**src/rtl/asce_pkg.sv**
```systemverilog
// ----------------------------------------------------------------------------
// asce_pkg
// Shared types and constants of the accumulator machine executor.
// ----------------------------------------------------------------------------
package asce_pkg;

  localparam logic [31:0] LIMIT_AT_RESET = 32'd30000000;

  typedef enum logic [1:0] {
    OP_LOAD  = 2'd0,
    OP_STEP  = 2'd1,
    OP_RESET = 2'd2,
    OP_READ  = 2'd3
  } oper_t;

  typedef enum logic [2:0] {
    ST_OK      = 3'd0,
    ST_HALT    = 3'd1,
    ST_PC_OUT  = 3'd2,
    ST_BAD_OP  = 3'd3,
    ST_LIMIT   = 3'd4,
    ST_BAD_ADR = 3'd5
  } stat_t;

  typedef enum logic [1:0] {
    ACC_NONE  = 2'd0,
    ACC_READ  = 2'd1,
    ACC_WRITE = 2'd2
  } acc_t;

  typedef enum logic [7:0] {
    OPC_LDC = 8'd0, OPC_ADC = 8'd1, OPC_LDL = 8'd2, OPC_STL = 8'd3,
    OPC_LDNL = 8'd4, OPC_STNL = 8'd5, OPC_ADD = 8'd6, OPC_SUB = 8'd7,
    OPC_SHL = 8'd8, OPC_SHR = 8'd9, OPC_ADJ = 8'd10, OPC_A2SP = 8'd11,
    OPC_SP2A = 8'd12, OPC_CALL = 8'd13, OPC_RET = 8'd14, OPC_BRZ = 8'd15,
    OPC_BRLZ = 8'd16, OPC_BR = 8'd17, OPC_HALT = 8'd18
  } opc_t;

  typedef enum logic [2:0] {
    S_IDLE, S_CLEAR, S_WORK, S_FETCH, S_EXEC, S_OUT
  } state_t;

  typedef struct packed {
    logic   clear_step;
    logic   start;
    logic   fetch;
    logic   exec;
    logic   write;
  } cmd_t;

  typedef struct packed {
    logic clear_done;
    logic need_fetch;
    logic need_write;
  } sts_t;

endpackage

```
**src/rtl/asce_ctrl.sv**
```systemverilog
// ----------------------------------------------------------------------------
// asce_ctrl
// Sequencing controller: clearing pass, then one request at a time.
// ----------------------------------------------------------------------------
module asce_ctrl (
  input  logic            clk,
  input  logic            rst,
  input  logic            in_valid,
  output logic            in_ready,
  output logic            out_valid,
  input  logic            out_ready,
  input  asce_pkg::sts_t  sts,
  output asce_pkg::cmd_t  cmd
);
  import asce_pkg::*;

  state_t state, state_next;

  always_ff @(posedge clk) begin
    if (rst) begin
      state <= S_CLEAR;
    end else begin
      state <= state_next;
    end
  end

  always_comb begin
    state_next = state;
    case (state)
      S_CLEAR: if (sts.clear_done) state_next = S_IDLE;
      S_IDLE:  if (in_valid) state_next = S_WORK;
      S_WORK:  state_next = sts.need_fetch ? S_FETCH : S_OUT;
      S_FETCH: state_next = S_EXEC;
      S_EXEC:  state_next = S_OUT;
      S_OUT:   if (out_ready) state_next = S_IDLE;
      default: state_next = S_IDLE;
    endcase
  end

  always_comb begin
    cmd = '0;
    in_ready = 1'b0;
    out_valid = 1'b0;
    case (state)
      S_CLEAR: cmd.clear_step = 1'b1;
      S_IDLE: begin
        in_ready = 1'b1;
        cmd.start = in_valid;
      end
      S_WORK:  cmd.fetch = 1'b1;
      S_EXEC: begin
        cmd.exec = 1'b1;
        cmd.write = sts.need_write;
      end
      S_OUT:   out_valid = 1'b1;
      default: ;
    endcase
  end

  assert property (@(posedge clk) disable iff (rst) in_ready |-> !out_valid)
    else $error("input and output open together");
  assert property (@(posedge clk) disable iff (rst)
    (state == S_OUT && !out_ready) |=> state == S_OUT)
    else $error("result dropped under stall");
  assert property (@(posedge clk) disable iff (rst)
    (state == S_CLEAR) |-> !in_ready)
    else $error("request taken during clearing");
endmodule

```
**config.mk**
```make
export PLATFORM = sky130hd
export DESIGN_NAME = asce_ctrl
export DESIGN_NICKNAME = d
export VERILOG_FILES = /design/src/rtl/asce_pkg.sv /design/src/rtl/asce_ctrl.sv
export SDC_FILE = /design/constraint.sdc
export NUM_CORES = 1
export LEC_CHECK = 0
export ABC_AREA = 1
export BUFFER_PORTS_ARGS = -buffer_cell sky130_fd_sc_hd__buf_4
export CAP_MARGIN = 20
export CORE_AREA = 5 5 42 44
export CTS_CLUSTER_DIAMETER = 150
export CTS_CLUSTER_SIZE = 30
export DETAILED_ROUTE_END_ITERATION = 10
export DIE_AREA = 0 0 47 49
export MAX_ROUTING_LAYER = met4
export PLACE_DENSITY = 0.36
export SYNTH_ARGS = -nofsm -noshare
export SYNTH_HDL_FRONTEND = slang
export SYNTH_SLANG_ARGS = --single-unit
```
**constraint.sdc**
```tcl
create_clock -name clk -period 1.43 [get_ports clk]
set_clock_uncertainty 0.15 [all_clocks]
set_input_delay 0.286 -clock clk [delete_from_list [all_inputs] [get_ports clk]]
set_output_delay 0.286 -clock clk [all_outputs]
set_load 0.01 [all_outputs]
```
======== After elaboration in Yosys (flattened, before gate mapping) ========
Cells that the tools add are included.
storage, ports and cells
  flip-flop bits (word level) ............. 3
  latch bits .............................. 0
  memory bits (writable) .................. 0
  bits in read-only memories .............. 0
  output and inout bits ................... 7
  logic and storage cells ................. 22
  memories kept ........................... 0
cells by class
  add/sub/neg operators ................... 0
  multiply operators ...................... 0
  div/mod/pow operators ................... 0
  $lt $le $gt $ge ......................... 0
  eq/ne operators ......................... 8
  shift operators ......................... 0
  mux-type cells .......................... 11
  bitwise gates (word level) .............. 0
  reductions and logical operators ........ 2
operators with widths
  cell                                                              number
  3-bit case mux with 6 select lines                                1
  3-bit two-way mux                                                 4
  3-bit by 2-bit == test with 1-bit output (second input constant)  2
  3-bit == test (second input constant)                             2
  2-bit != test (second input constant)                             3
  1-bit two-way mux                                                 5
  3-bit by 1-bit == test with 1-bit output (second input constant)  1
  3-bit zero test                                                   1
  3-bit AND reduction                                               1
  2-bit two-way mux                                                 1

======== Depth between registers and ports, before layout ========
  depth after elaboration ................. 3
  gate-level depth with buffers ........... 5
  depth with buffers taken out ............ 5

======== Worst setup path before layout ========
Ideal clock, no wire load.
  path type ............................... register -> output
  from .................................... reg state[1]
  to ...................................... out cmd[3] (netlist bit)
  arrival ................................. 0.798 ns
  required time ........................... 0.994 ns
  path slack .............................. 0.196 ns
  stages on the path, launching flop included .. 4
  path buffers ............................ 0
  path through ............................ dfxtp_1 -> nor2_2 -> inv_1 -> nor3_1
RTL lines
  what                    line             source
  start, declared         asce_ctrl.sv:17  state_t state, state_next;
  start signal, assigned  asce_ctrl.sv:23  state <= state_next;
  end, declared           asce_ctrl.sv:13  output asce_pkg::cmd_t cmd

======== Worst setup path in the final report ========
  from .................................... reg state[1]
  to ...................................... out out_valid
on the way
  cells in the longest elaborated chain, start to end .. 2
RTL lines
  what               line             source
  3-bit == test      asce_ctrl.sv:44  case (state)
  1-bit two-way mux  asce_ctrl.sv:44
  end, declared      asce_ctrl.sv:10  output logic out_valid,
Every way passes these cells.

==> metrics <==
status complete, but fails checks; failing checks setup timing; clk slew on worst S/H paths roughly 40 ps; Final Max Slew Viols 0; Total GRT Usage 0.0750; Routed Antenna Nets 0; period utilization 1.01; total leakage power 0.224 nW; Final Hold Fails 0; setup TNS -33.3 ps; ANT cells 0; largest registers state x3; VDD IR max 0.347 mV; register bit total from synthesis 3; layout cells sized above 1 0.614; Worst path slowest cell dfxtp_4; Top delay family on crit path flip-flops; largest net degree at the start of global routing 7; max reg flops 3; Syn Nets 43; PnR worst setup slack -16.0 ps; H-tree Lvls 1; Starting Density 0.159; Yosys cell types 14; EDFF count, synth 0; FFs w/ async S/R, synth 0; Synthesis Warnings 0; ys flop type dfxtp_1; std cell rows 14; Core Region 0.00140 mm²; first drt pass iteration count 2; Die X 47 µm; Worst Path Arrival 1010 ps; Syn Area/Cell 6.19 µm²; clock sinks 3; leading area contributor after synthesis dfxtp_1; fillers between 150 and 200; PortBufs 13; die area 0.00230 mm²; Largest Register state; Crit Path Class reg2out; first-pass GRT wire length about 1100 µm; initial antenna violation count 0; Setup crit end kind output port; area grow syn2layout 91.6%; Inst Count DP 65; Routed WL 658 µm; Via density 3.97; final setup fails 3; Seq/Total Area, Yosys 0.270; sequential cell area slightly above 70 µm²; routed via count between 200 and 300; hpwl dp between 500 and 600 µm; drt wl/cell 9.01 µm; Root Buffer clkbuf_4; final core occ 0.304; synth top area cells dfxtp_1 27%, inv_1 13%, nor2_1 12%; Hold Crit Class in2reg; Synth Cell Area around 220 µm²; Slew Limit Headroom 0.867; Non-Filler Instances 73; worst skew pair latency between 200 and 250 ps; setup repair after global routing missed its margin yes; CP Max Fanout 4; GRT overflow 0; measured slew at the worst slew-check pin 199 ps; max-cap violations 0; total CTS buffers 3; DR DRC count 0; Fmax 692 MHz; Worst Path Buf+Inv 2; pwr dens between 800 and 900 mW/mm²; vias in the first global route 277; Worst Setup Start Kind register; Syn Inst Count 36; synth cell count leaders 8 x inv_1, 7 x nor2_1, 3 x dfxtp_1, 3 x inv_2, 3 x nand3_1; Multi-input gate area 134 µm²; top cell type's share of synthesized area 0.270; Hold Slack a little under 80 ps; crit-path cells inv_1, nand2_1, nor2_1, buf_4; num ports 14; Worst EP required between 900 and 1000 ps; cts hold-fix bufs 0; GPL Wtd Cong around 0.73; Net count, final 65; most frequent cell after synthesis inv_1; dpl ws 139 ps; CTS tree built; Die Span Y roughly 49 µm; initial DRC count 4; slowest stage delay, CP between 300 and 400 ps; min Tclk post-route 1450 ps; Bufs on Longest Clock Path 2
-- layout make-up --
cell class / count / area share
Inverter: 11 / 0.103
Multi-Input combinational cell: 22 / 0.314
Sequential cell: 3 / 0.167
Tap cell: 16 / 0.0469
Timing Repair Buffer: 17 / 0.308
Clock buffer: 4 / 0.0616
-- metal layers --
layer,part of all wire,track usage
met5,0,-
met4,0.021,0.0691
met3,0.10,0.0443
met2,0.43,0.0905
met1,0.45,0.0811
-- power by group --
group          internal [W]  total, W  leakage [nW]  switching (W)
Combinational     0.0000669  0.000127         0.183      0.0000600
Clock              0.000105  0.000149        0.0150      0.0000446
Sequential        0.0000928  0.000108        0.0264      0.0000149
Total              0.000264  0.000384         0.224       0.000120
-- repair_timing --
| item | 4_1_cts | 5_1_grt |
|---|---|---|
| buffers inserted | 3 | 1 |
| gates resized for setup | 6 | 7 |
| pin swaps | 2 | 3 |
| endpoints found under the setup margin | 7 | 7 |
-- worst paths after layout --
path             from         to  slack (ps)  cells past startpoint
max reg2reg  state[1]   state[0]         290                      6
min               rst   state[1]          80                      2
min reg2reg  state[0]   state[1]         440                      3
max          state[1]  out_valid         -20                      4
-- kinds of logic after synthesis --
logic type / count (synthesis) / synth area share
and+or+nand+nor: 20 / 0.489
DFF: 3 / 0.270
buffers and inverters: 11 / 0.185
AOI/OAI and AO/OA: 2 / 0.0562
-- through the flow --
step	instance area [µm²]	total power, W
after global placement	340	0.000213
after global routing	427	0.000426
after CTS	405	0.000388
after floorplan	223	0.000163
after detailed placement	340	0.000211
final	427	0.000384
-- cell usage in the layout, fill, tap and decap left out, types with 2 or more instances in the layout --
| master | count |
|---|---|
| inv_1 | 6 |
| nand3_1 | 3 |
| clkbuf_4 | 3 |
| nor2_1 | 6 |
| inv_2 | 4 |
| nand2_1 | 2 |
| buf_4 | 16 |
| nor3_2 | 3 |
| nand4_1 | 2 |
| dfxtp_4 | 3 |
-- worst reg2reg max path: stages (launching register included) --
cell and delay [ps]:
dfxtp_4 370, nor2_4 50, nand2_2 60, inv_2 40, buf_4 130, nor3_2 150
nand3_1 70
No activity file was read; power rests on OpenSTA's default activity.
